$ cat config.mk
export PLATFORM = sky130hd
export DESIGN_NAME = swf_div
export DESIGN_NICKNAME = d
export VERILOG_FILES = /design/src/sv/swf_pkg.sv /design/src/sv/swf_div.sv
export SDC_FILE = /design/constraint.sdc
export NUM_CORES = 1
export LEC_CHECK = 0
export BUFFER_PORTS_ARGS = -buffer_cell sky130_fd_sc_hd__buf_2
export CORE_ASPECT_RATIO = 1.75
export CORE_MARGIN = 2
export CORE_UTILIZATION = 55
export CTS_CLUSTER_DIAMETER = 60
export DETAILED_ROUTE_END_ITERATION = 16
export MAX_ROUTING_LAYER = met4
export PLACE_DENSITY_LB_ADDON = 0.2
export REMOVE_ABC_BUFFERS = 1
export SLEW_MARGIN = 10
export SYNTH_ARGS = -nofsm -noshare
export SYNTH_HDL_FRONTEND = slang
export SYNTH_SLANG_ARGS = --single-unit
export TNS_END_PERCENT = 5
$ cat constraint.sdc
create_clock -name clk -period 4.49 [get_ports clk]
set_clock_uncertainty 0.1 [all_clocks]
set_input_delay 0.898 -clock clk [delete_from_list [all_inputs] [get_ports clk]]
set_output_delay 0.898 -clock clk [all_outputs]
set_load 0.005 [all_outputs]
$ cat src/sv/swf_pkg.sv
// Shared constants, types and colour helper for the waterfall line store.
package swf_pkg;

  localparam int MAX_WIDTH = 512;
  localparam int MAX_LINES = 128;
  localparam int LEVELS    = 232;
  localparam int MAX_ZOOM  = 16;

  localparam int COL_BITS   = $clog2(MAX_WIDTH);
  localparam int LINE_BITS  = $clog2(MAX_LINES);
  localparam int ADDR_BITS  = COL_BITS + LINE_BITS;
  localparam int DEPTH      = MAX_WIDTH * MAX_LINES;
  localparam int WIDTH_BITS = $clog2(MAX_WIDTH + 1);
  localparam int CNT_BITS   = $clog2(MAX_LINES + 1);
  localparam int SUM_BITS   = CNT_BITS + 1;

  localparam int SAMPLE_BITS = 16;
  localparam int DIFF_BITS   = SAMPLE_BITS + 1;
  localparam int LEVEL_BITS  = 8;
  localparam int PROD_BITS   = SAMPLE_BITS + LEVEL_BITS;
  localparam int STEP_BITS   = $clog2(LEVEL_BITS);

  localparam int LW_BITS   = 10;
  localparam int LC_BITS   = 8;
  localparam int ZOOM_BITS = 5;
  localparam int AGE_BITS  = 7;
  localparam int COLF_BITS = 9;
  localparam int PHASE_BITS = 4;
  localparam int IDX_BITS  = 3;
  localparam int DATA_BITS = 16;
  localparam int RGB_BITS  = 8;

  localparam int GREEN_BASE  = 7;
  localparam int BLUE_BASE   = 23;
  localparam int WHITE       = 255;
  localparam int RECIP_SHIFT = 15;
  localparam int RECIP_23    = (2 ** RECIP_SHIFT + BLUE_BASE - 1) / BLUE_BASE;
  localparam int GREEN_MUL   = GREEN_BASE * RECIP_23;
  localparam int GPROD_BITS  = 22;

  localparam logic [IDX_BITS-1:0] REG_LINE_WIDTH = 3'd0;
  localparam logic [IDX_BITS-1:0] REG_LINE_COUNT = 3'd1;
  localparam logic [IDX_BITS-1:0] REG_REF_LOW    = 3'd2;
  localparam logic [IDX_BITS-1:0] REG_REF_HIGH   = 3'd3;
  localparam logic [IDX_BITS-1:0] REG_ZOOM       = 3'd4;

  localparam logic OP_SAMPLE = 1'b0;
  localparam logic OP_READ   = 1'b1;

  localparam logic [LW_BITS-1:0]          RST_LINE_WIDTH = 10'd512;
  localparam logic [LC_BITS-1:0]          RST_LINE_COUNT = 8'd128;
  localparam logic signed [DATA_BITS-1:0] RST_REF_LOW    = -16'sd1920;
  localparam logic signed [DATA_BITS-1:0] RST_REF_HIGH   = -16'sd640;
  localparam logic [ZOOM_BITS-1:0]        RST_ZOOM       = 5'd1;

  typedef struct packed {
    logic busy;
    logic done;
  } div_stat_t;

  // 7 + lv*7/23 by reciprocal, exact for lv below LEVELS
  function automatic logic [RGB_BITS-1:0] green_of(input logic [LEVEL_BITS-1:0] lv);
    logic [GPROD_BITS-1:0] p;
    begin
      p = GPROD_BITS'(lv) * GPROD_BITS'(GREEN_MUL);
      green_of = RGB_BITS'(GREEN_BASE) + RGB_BITS'(p >> RECIP_SHIFT);
    end
  endfunction

endpackage

$ cat src/sv/swf_div.sv
// Restoring divider, one quotient bit per cycle, quotient known to fit LEVEL_BITS.
module swf_div (
  input  logic                              clk,
  input  logic                              rst_n,
  input  logic                              start,
  input  logic [swf_pkg::PROD_BITS-1:0]     dividend,
  input  logic [swf_pkg::SAMPLE_BITS-1:0]   divisor,
  output logic [swf_pkg::LEVEL_BITS-1:0]    quot,
  output swf_pkg::div_stat_t                stat
);

  logic                            busy_r, busy_nxt;
  logic                            done_r, done_nxt;
  logic [swf_pkg::STEP_BITS-1:0]   cnt_r, cnt_nxt;
  logic [swf_pkg::SAMPLE_BITS-1:0] rem_r, rem_nxt;
  logic [swf_pkg::SAMPLE_BITS-1:0] dvs_r, dvs_nxt;
  logic [swf_pkg::LEVEL_BITS-1:0]  low_r, low_nxt;
  logic [swf_pkg::LEVEL_BITS-1:0]  quot_r, quot_nxt;
  logic [swf_pkg::DIFF_BITS-1:0]   trial;
  logic                            take;

  assign trial = {rem_r, low_r[swf_pkg::LEVEL_BITS-1]};
  assign take  = trial >= {1'b0, dvs_r};

  always_comb begin
    busy_nxt = busy_r;
    done_nxt = 1'b0;
    cnt_nxt  = cnt_r;
    rem_nxt  = rem_r;
    dvs_nxt  = dvs_r;
    low_nxt  = low_r;
    quot_nxt = quot_r;
    if (start) begin
      busy_nxt = 1'b1;
      cnt_nxt  = '0;
      rem_nxt  = dividend[swf_pkg::PROD_BITS-1:swf_pkg::LEVEL_BITS];
      low_nxt  = dividend[swf_pkg::LEVEL_BITS-1:0];
      dvs_nxt  = divisor;
    end else if (busy_r) begin
      rem_nxt  = take ? swf_pkg::SAMPLE_BITS'(trial - {1'b0, dvs_r})
                      : swf_pkg::SAMPLE_BITS'(trial);
      low_nxt  = {low_r[swf_pkg::LEVEL_BITS-2:0], 1'b0};
      quot_nxt = {quot_r[swf_pkg::LEVEL_BITS-2:0], take};
      cnt_nxt  = cnt_r + 1'b1;
      if (cnt_r == swf_pkg::STEP_BITS'(swf_pkg::LEVEL_BITS - 1)) begin
        busy_nxt = 1'b0;
        done_nxt = 1'b1;
      end
    end
  end

  always_ff @(posedge clk) begin
    if (!rst_n) begin
      busy_r <= 1'b0;
      done_r <= 1'b0;
      cnt_r  <= '0;
    end else begin
      busy_r <= busy_nxt;
      done_r <= done_nxt;
      cnt_r  <= cnt_nxt;
    end
    rem_r  <= rem_nxt;
    dvs_r  <= dvs_nxt;
    low_r  <= low_nxt;
    quot_r <= quot_nxt;
  end

  assign quot      = quot_r;
  assign stat.busy = busy_r;
  assign stat.done = done_r;

endmodule

After elaboration in Yosys (flattened, before gate mapping). Index checks and enable logic that the tools add are counted.

Eq/ne operators: 1. Bitwise logic cells: 3. Reduce and logical (&&, ||, !) cells: 4. Magnitude comparators: 1. Add/sub/neg operators: 2. Muxes and demuxes: 9.

Operators with widths (number): two-way mux 16 bit (3); greater-or-equal comparator 17 x 16 -> 1 bit (1); two-way mux 8 bit (2); subtractor 16 bit (1); two-way mux 1 bit (4); adder 3 x 1 -> 3 bit (second input constant) (1); equality test 3 bit (second input constant) (1); inverter 1 bit (3); OR reduction 3 bit (1); AND reduction 2 bit (1); nonzero test 2 bit (1); OR reduction 2 bit (1).

Flip-flop bits (word level): 53. Output and inout port bits: 10. Logic and storage cells: 27. Input bits: 43.

Longest topological paths before layout. Gate-level depths: netlist of run 1.

Word-level depth: 4. Mapped depth: 10. Depth with buffers taken out: 10.

Least setup slack after synthesis of run 1. Ideal clock, no wire load.

Kind: reg2reg. From: reg low_r[7] in the netlist's numbering. To: reg rem_r[10] in the netlist's numbering (data pin). Library setup time: 261 ps. Buffers on the path: 0. Required time: 4129 ps. Path slack: 1961 ps. Period minus slack after synthesis: 2529 ps. Arrival: 2168 ps. Cell stages (with the launch flop): 11. Cell sequence: edfxtp_1 inv_1 ha_1 inv_1 fa_1 a211oi_1 o21ai_0 a31oi_1 xor2_1 a211oi_1 a311o_1.

Cells in the longest elaborated chain, start to end: 4. Elaborated cells on any way between the ends: 5. Classes of those cells: add/sub (1); order compare (1); mux (3).

RTL lines: from (decl) (RTL line swf_div.sv:17) `logic [swf_pkg::LEVEL_BITS-1:0] low_r, low_nxt;`; from (signal assigned) (RTL line swf_div.sv:64) `low_r <= low_nxt;`; subtractor 16 bit / greater-or-equal comparator 17 x 16 -> 1 bit (equally long branches) (RTL line swf_div.sv:40, swf_div.sv:23); two-way mux 16 bit * (RTL line swf_div.sv:40) `rem_nxt = take ? swf_pkg::SAMPLE_BITS'(trial - {1'b0, dvs_r})`; two-way mux 16 bit * (RTL line swf_div.sv:39) `end else if (busy_r) begin`; two-way mux 16 bit * (RTL line swf_div.sv:33) `if (start) begin`; named net rem_nxt (one bit) (RTL line swf_div.sv:15) `logic [swf_pkg::SAMPLE_BITS-1:0] rem_r, rem_nxt;`; to (signal assigned) (RTL line swf_div.sv:62) `rem_r <= rem_nxt;`; to (decl) (RTL line swf_div.sv:15).

Mark *: on every way through the listed nets, which the timed path passes. The rest lies on a longest branch. The select of a mux whose other input is x is not followed. A chain may end at the register's enable or synchronous reset.

Final worst setup path of run 1.
From: reg rem_r[11] in the netlist's numbering. To: reg rem_r[8] in the netlist's numbering (data pin).

Cells in the longest elaborated chain, start to end: 4.

RTL lines: greater-or-equal comparator 17 x 16 -> 1 bit (RTL line swf_div.sv:23) `assign take = trial >= {1'b0, dvs_r};`; two-way mux 16 bit (RTL line swf_div.sv:40); two-way mux 16 bit (RTL line swf_div.sv:39); two-way mux 16 bit (RTL line swf_div.sv:33); named net rem_nxt (one bit) (RTL line swf_div.sv:15).

The timed path passes the listed nets, and every way through them passes these cells. The select of a mux whose other input is x is not followed.

==> flow_summary.json, run 1 <==
{
  "first_pass_iters": 4,
  "netlist_top_cells_area": "edfxtp_1 47%, ha_1 7.3%, dfxtp_1 3.3%, inv_1 2.7%, mux2_2 2.6%",
  "h-tree-depth": 2,
  "period_share_pct": 65.2,
  "worst-setup-path-type": "flip-flop to flip-flop",
  "clockBufferDepth": 2,
  "powerDensity_nw_per_um2": 467,
  "synth_mux_area_share_pct": 3.21,
  "io_buffers": 52,
  "grt_pass1_wl_microns": 10100,
  "cts_root_buf": "clkbuf_8",
  "synth_top_family_by_area": "compound AO/OA/AOI/OAI gates",
  "gp_congestion": 0.951,
  "critPathMaxFanout": 19,
  "hp-class": "flip-flop to flip-flop",
  "drv_cap": 0,
  "core_sq_um": 5500,
  "finalNetCount": 381,
  "ctsResizeCount": 0,
  "fillers": 500,
  "reg2reg_slack_ns": 1.56,
  "start_kind": "flip-flop",
  "worstMarginPinSlew_ns": 0.709,
  "avgViaCountPerCell": 5.71,
  "hold_viol_final": 0,
  "setup_viol": 0,
  "ys_async_sr_fraction_pct": 0,
  "dieArea_sq_um": 6230,
  "min_to": "quot[4]",
  "syn_inst": 271,
  "run_status": "complete, no violations",
  "timing.rr.end": "rem_r[8]",
  "start_util_pct": 56.0,
  "r2r.worst_path.cells": 7,
  "cp-end-kind": "flip-flop",
  "diodes": 0,
  "cts_tree": "yes",
  "setup_tns_ns": 0,
  "synth_xor_area_share_pct": 3.70,
  "p_leak_nw": 1.44,
  "synthSimpleGateAreaFrac_pct": 12.2,
  "route.vias.total": 2256,
  "drc": 0,
  "relSlewSlack_pct": 52.6,
  "dp_hpwl_microns": 4450,
  "grt_usage_pct": 22.4,
  "fmax_ghz": 0.342,
  "synthAdderAreaFrac_pct": 7.97,
  "synth_top_area_share_pct": 46.9,
  "ys_ff_latch": 53,
  "grt_max_degree": 33,
  "numCtsBuffers": 5,
  "synth_compound_area_share_pct": 17.2,
  "min_period_ns": 2.93,
  "synth_cell_types": 54,
  "syn_avg_cell_area_sq_um": 11.3,
  "crit_arrival_ns": 2.87,
  "antenna_found_initial": 0,
  "synth_ff_type": "edfxtp_1",
  "drtIter0Drc": 73,
  "ys_seq_area_share_pct": 50.1,
  "wire_per_inst_microns": 15.5,
  "wirelength_microns": 6100,
  "overflow": 0,
  "worstSkewPairLatency_ns": 0.32,
  "syn_area_sq_um": 3080,
  "rsz0062_at_grt": "false",
  "die_y_microns": 103,
  "yosys_warnings": 0,
  "hold_depth": 0,
  "ant_nets": 0,
  "drive_gt1_share_pct": 25.1,
  "power_w": 0.00162,
  "first_global_vias": 2252,
  "clk_pin_slew_worst_paths_ns": 0.09,
  "final_max_slew_viol_count": 0,
  "yosys.area.top_type": "edfxtp_1",
  "rows": 36,
  "cts_hold_buf": 0,
  "crit_required_ns": 4.44,
  "area_delta_synth_final_pct": 12.6,
  "post-cts-setup-buffers": 0,
  "hp-start": "quot[3]",
  "synth-edff-count": 48,
  "cts.sinks": 53,
  "pin_count": 53,
  "fp.dieW_microns": 60.5,
  "ir_worst_vdd_uv": 256,
  "reg2reg_from": "rem_r[11]"
}
[sequential cells by signal (all words and copies together) (netlist names)]
signal and cells:
dvs_r 16, done_r 1, cnt_r 3, quot 8, rem_r 16, busy_r 1
low_r 8
[logic make-up (layout without fill, tap and decap cells)]
| group | count (synthesis) | count (layout) |
|---|---|---|
| AOI/OAI and AO/OA | 74 | 74 |
| and+or+nand+nor | 68 | 68 |
| DFF | 53 | 53 |
| buffers and inverters | 35 | 83 |
| adders and majority gates | 19 | 19 |
| xor gates and xnor gates | 13 | 13 |
| muxes | 9 | 9 |
[layout by cell type, fill, tap and decap left out, drive strengths merged, types with 2 or more instances in the layout]
master  Yosys  routed
a211oi      3       3
a21boi      2       2
a21o        9       9
a21oi      13      13
a31oi       5       5
a41oi       5       5
and2        9       9
and3        5       5
buf         6      54
clkbuf      7       5
dfxtp       5       5
edfxtp     48      48
ha         18      18
inv        22      22
mux2        7       7
mux2i       2       2
nand2      13      13
nand2b      2       2
nand3       8       8
nand4       7       7
nor2       10      10
nor2b       5       5
o211ai      3       3
o21a        2       2
o21ai      15      15
o221a       2       2
o311ai      6       6
o31ai       3       3
or2         2       2
xnor2       6       6
xor2        7       7
[routing by layer]
metal | GRT usage (%) | up-vias | wire length [microns]
li1 | - | 1117 | -
met1 | 25.4 | 1069 | 2460
met2 | 37.7 | 57 | 3240
met3 | 3.89 | 13 | 218
met4 | 10.5 | 0 | 188
met5 | - | - | 0
[stage by stage]
stage	hold WS, ns	worst slack (ns)	instance area, sq um	instances	util, %
CTS	0.340	1.55	3460	395	63.0
global placement	0.327	1.66	3360	388	61.1
detailed placement	0.330	1.58	3360	388	61.1
global route	0.353	1.38	3460	395	63.0
floorplan	0.352	1.87	2990	258	-
finish	0.345	1.56	3460	395	63.0
[critical path, cell delays in order (launching register included)]
cell and delay (ns):
edfxtp_1 0.41, ha_1 0.40, and2_4 0.21, and3_4 0.17
a221o_1 0.39, o21ai_4 0.49, and2_4 0.33, o311ai_0 0.16
[cell usage after synthesis (all sizes together) (3+ instances only)]
cell type	count
a211oi	3
a21o	9
a21oi	13
a31oi	5
a41oi	5
and2	9
and3	5
buf	6
clkbuf	7
dfxtp	5
edfxtp	48
ha	18
inv	22
mux2	7
nand2	13
nand3	8
nand4	7
nor2	10
nor2b	5
o211ai	3
o21ai	15
o311ai	6
o31ai	3
xnor2	6
xor2	7
[power by group]
group | switching, W | internal (W) | total [W]
combinational | 0.000357 | 0.000276 | 0.000633
sequential | 0.0000366 | 0.000631 | 0.000668
clock | 0.000154 | 0.000162 | 0.000316
total | 0.000548 | 0.00107 | 0.00162
[worst max path at each step]
stage	depth (start not counted)	slack (ns)	startpoint	to
6_report	7	1.56	rem_r[11]	rem_r[8]
2_1_floorplan	7	1.87	rem_r[11]	rem_r[10]
3_5_place_dp	7	1.58	rem_r[11]	rem_r[8]
4_1_cts	7	1.55	rem_r[11]	rem_r[8]
3_3_place_gp	7	1.66	rem_r[11]	rem_r[8]
5_1_grt	7	1.38	rem_r[7]	rem_r[8]
[cell type report]
cell class                 instances  area, sq um  share of cell area, %
multi-input combinational        183         1360                   39.4
sequential                        53         1540                   44.5
tap                               76         95.1                   2.75
clock inverter                     2         35.0                   1.01
timing repair buffer              54          275                   7.95
clock buffer                       5         68.8                   1.99
inverter                          22         82.6                   2.39
Note: power is estimated with default switching activity, not from simulation.
==> run 2: changes to the inputs <==
Clock period 4.49 ns to 2.9 ns, I/O delays scaled along.
==> run 2 against run 1 <==
Final cell count is 1.3% higher. Combinational power grew 60%. Worst setup slack worse by 1.4 ns. Sequential share of layout area down 0.26 points. Critical path depth is 3 higher. Wire length rose by 4.2%. Clock power rose by 42%. Critical endpoint is now rem_r[10]. Largest cell class unchanged.
==> flow_summary.json, run 2 (synthesis results as in run 1) <==
{
  "die_y_microns": 103,
  "r2r.worst_path.cells": 10,
  "numCtsBuffers": 5,
  "critPathMaxStageDelay_ns": 0.41,
  "multi_input_area_sq_um": 1360,
  "setup_tns_ns": 0,
  "wire_per_inst_microns": 15.9,
  "drive_gt1_share_pct": 26.2,
  "cts_root_buf": "clkbuf_8",
  "rows": 36,
  "cts_hold_buf": 0,
  "drv_cap": 0,
  "dp_hpwl_microns": 4700,
  "period_share_pct": 94.0,
  "crit_arrival_ns": 2.71,
  "overflow": 0,
  "run_status": "complete, no violations",
  "min_period_ns": 2.72,
  "cts.sinks": 53,
  "post-cts-setup-buffers": 0,
  "gp_congestion": 0.871,
  "route.vias.total": 2272,
  "cp_slowest_cell": "fa_1",
  "start_kind": "flip-flop",
  "final_max_slew_viol_count": 0,
  "fillers": 498,
  "start_util_pct": 56.0,
  "final_common_cell": "buf_2",
  "reg2reg_slack_ns": 0.18,
  "first_global_vias": 2349,
  "diodes": 0,
  "first_pass_iters": 4,
  "area_delta_synth_final_pct": 13.2,
  "clockBufferDepth": 2,
  "drtIter0Drc": 105,
  "grt_max_degree": 25,
  "reg2reg_from": "low_r[7]",
  "placed_area_sq_um": 3390,
  "h-tree-depth": 2,
  "avgViaCountPerCell": 5.68,
  "fp.dieW_microns": 60.5,
  "ant_nets": 0,
  "worstMarginPinSlew_ns": 0.727,
  "drc": 0,
  "cts_tree": "yes",
  "grt_pass1_wl_microns": 10600,
  "setup_viol": 0,
  "core_sq_um": 5500,
  "register_area_sq_um": 1540,
  "pin_count": 53,
  "clk_pin_slew_worst_paths_ns": 0.11,
  "ir_worst_vdd_uv": 428,
  "hold_depth": 1,
  "worst-setup-path-type": "flip-flop to flip-flop",
  "crit_required_ns": 2.88,
  "grt_usage_pct": 23.6,
  "dieArea_sq_um": 6230,
  "p_leak_nw": 1.45,
  "final_cell_mix": "52 x buf_2, 48 x edfxtp_1, 22 x inv_1, 18 x ha_1",
  "relSlewSlack_pct": 51.4,
  "min_to": "dvs_r[15]",
  "io_buffers": 52,
  "hp-start": "divisor[15]",
  "hp-class": "primary input to flip-flop",
  "wirelength_microns": 6360,
  "hold_viol_final": 0,
  "critPathMaxFanout": 4,
  "reg_top3": "dvs_r x16, rem_r x16",
  "antenna_found_initial": 0,
  "cp-end-kind": "flip-flop",
  "finalNetCount": 385,
  "timing.rr.end": "rem_r[10]",
  "fmax_ghz": 0.367,
  "rsz0062_at_grt": "false",
  "worstPathCellList": "inv_1 -> ha_1 -> inv_1 -> fa_1 -> a211oi_1 -> o21ai_1 -> a31oi_1 -> xor2_1 -> a211oi_1 -> a311o_1",
  "powerDensity_nw_per_um2": 716,
  "design_area_sq_um": 3480,
  "worstSkewPairLatency_ns": 0.33
}
-- run 2: cell types whose count changed in the layout (fill, tap and decap cells not counted) --
cell        change
o21ai_0         -1
inv_6           +2
bufinv_16       -1
o21ai_1         +1
buf_4           +4
clkinvlp_4      +1
clkinv_2        -1
-- run 2: area by class of cell --
| cell class | count | share of cell area [%] |
|---|---|---|
| Sequential cell | 53 | 44.3 |
| Multi-Input combinational cell | 183 | 39.2 |
| Clock inverter | 3 | 0.719 |
| Tap cell | 76 | 2.73 |
| Timing Repair Buffer | 58 | 8.77 |
| Inverter | 22 | 2.37 |
| Clock buffer | 5 | 1.98 |
-- run 2: repair_timing --
action	4_1_cts	5_1_grt
gates resized for setup	0	1
endpoints found under the hold margin	0	0
endpoints found under the setup margin	0	2
-- run 2: power breakdown --
group | internal (W) | switching (W) | leakage [nW]
clock network | 0.000176 | 0.000273 | 0.0452
registers | 0.000977 | 0.0000587 | 0.515
logic | 0.000439 | 0.000568 | 0.887
total | 0.00159 | 0.000899 | 1.45
-- run 2: worst max-delay path, delay by kind of cell, from the launching register on --
kind	cells	cell delay, ns
buffers and inverters	2	0.13
AOI/OAI and AO/OA	5	1.12
DFF	1	0.40
adders and majority gates	2	0.56
xor gates and xnor gates	1	0.18
-- run 2: how the worst max path moves through the flow --
stage,startpoint,endpoint,slack (ns)
2_1_floorplan,rem_r[11],rem_r[10],0.28
3_3_place_gp,low_r[7],rem_r[10],0.21
3_5_place_dp,low_r[7],rem_r[10],0.13
4_1_cts,low_r[7],rem_r[10],0.12
5_1_grt,low_r[7],rem_r[10],0.04
6_report,low_r[7],rem_r[10],0.18
-- run 2: metal layers --
metal | global-route usage [%] | wire length [microns] | vias up
met1 | 27.0 | 2510 | 1081
met5 | - | 0 | -
met3 | 3.76 | 216 | 16
li1 | - | - | 1125
met4 | 10.9 | 190 | 0
met2 | 39.7 | 3450 | 50
-- run 2: metrics by stage --
stage	util, %	hold WS (ns)	cells	setup slack, ns	total power [W]
6_report	63.4	0.316	400	0.175	0.00249
5_1_grt	63.4	0.314	400	0.0407	0.00265
2_1_floorplan	-	0.352	258	0.277	0.00177
4_1_cts	63.4	0.316	400	0.116	0.00249
3_5_place_dp	61.7	0.329	392	0.129	0.00204
3_3_place_gp	61.7	0.326	392	0.210	0.00202
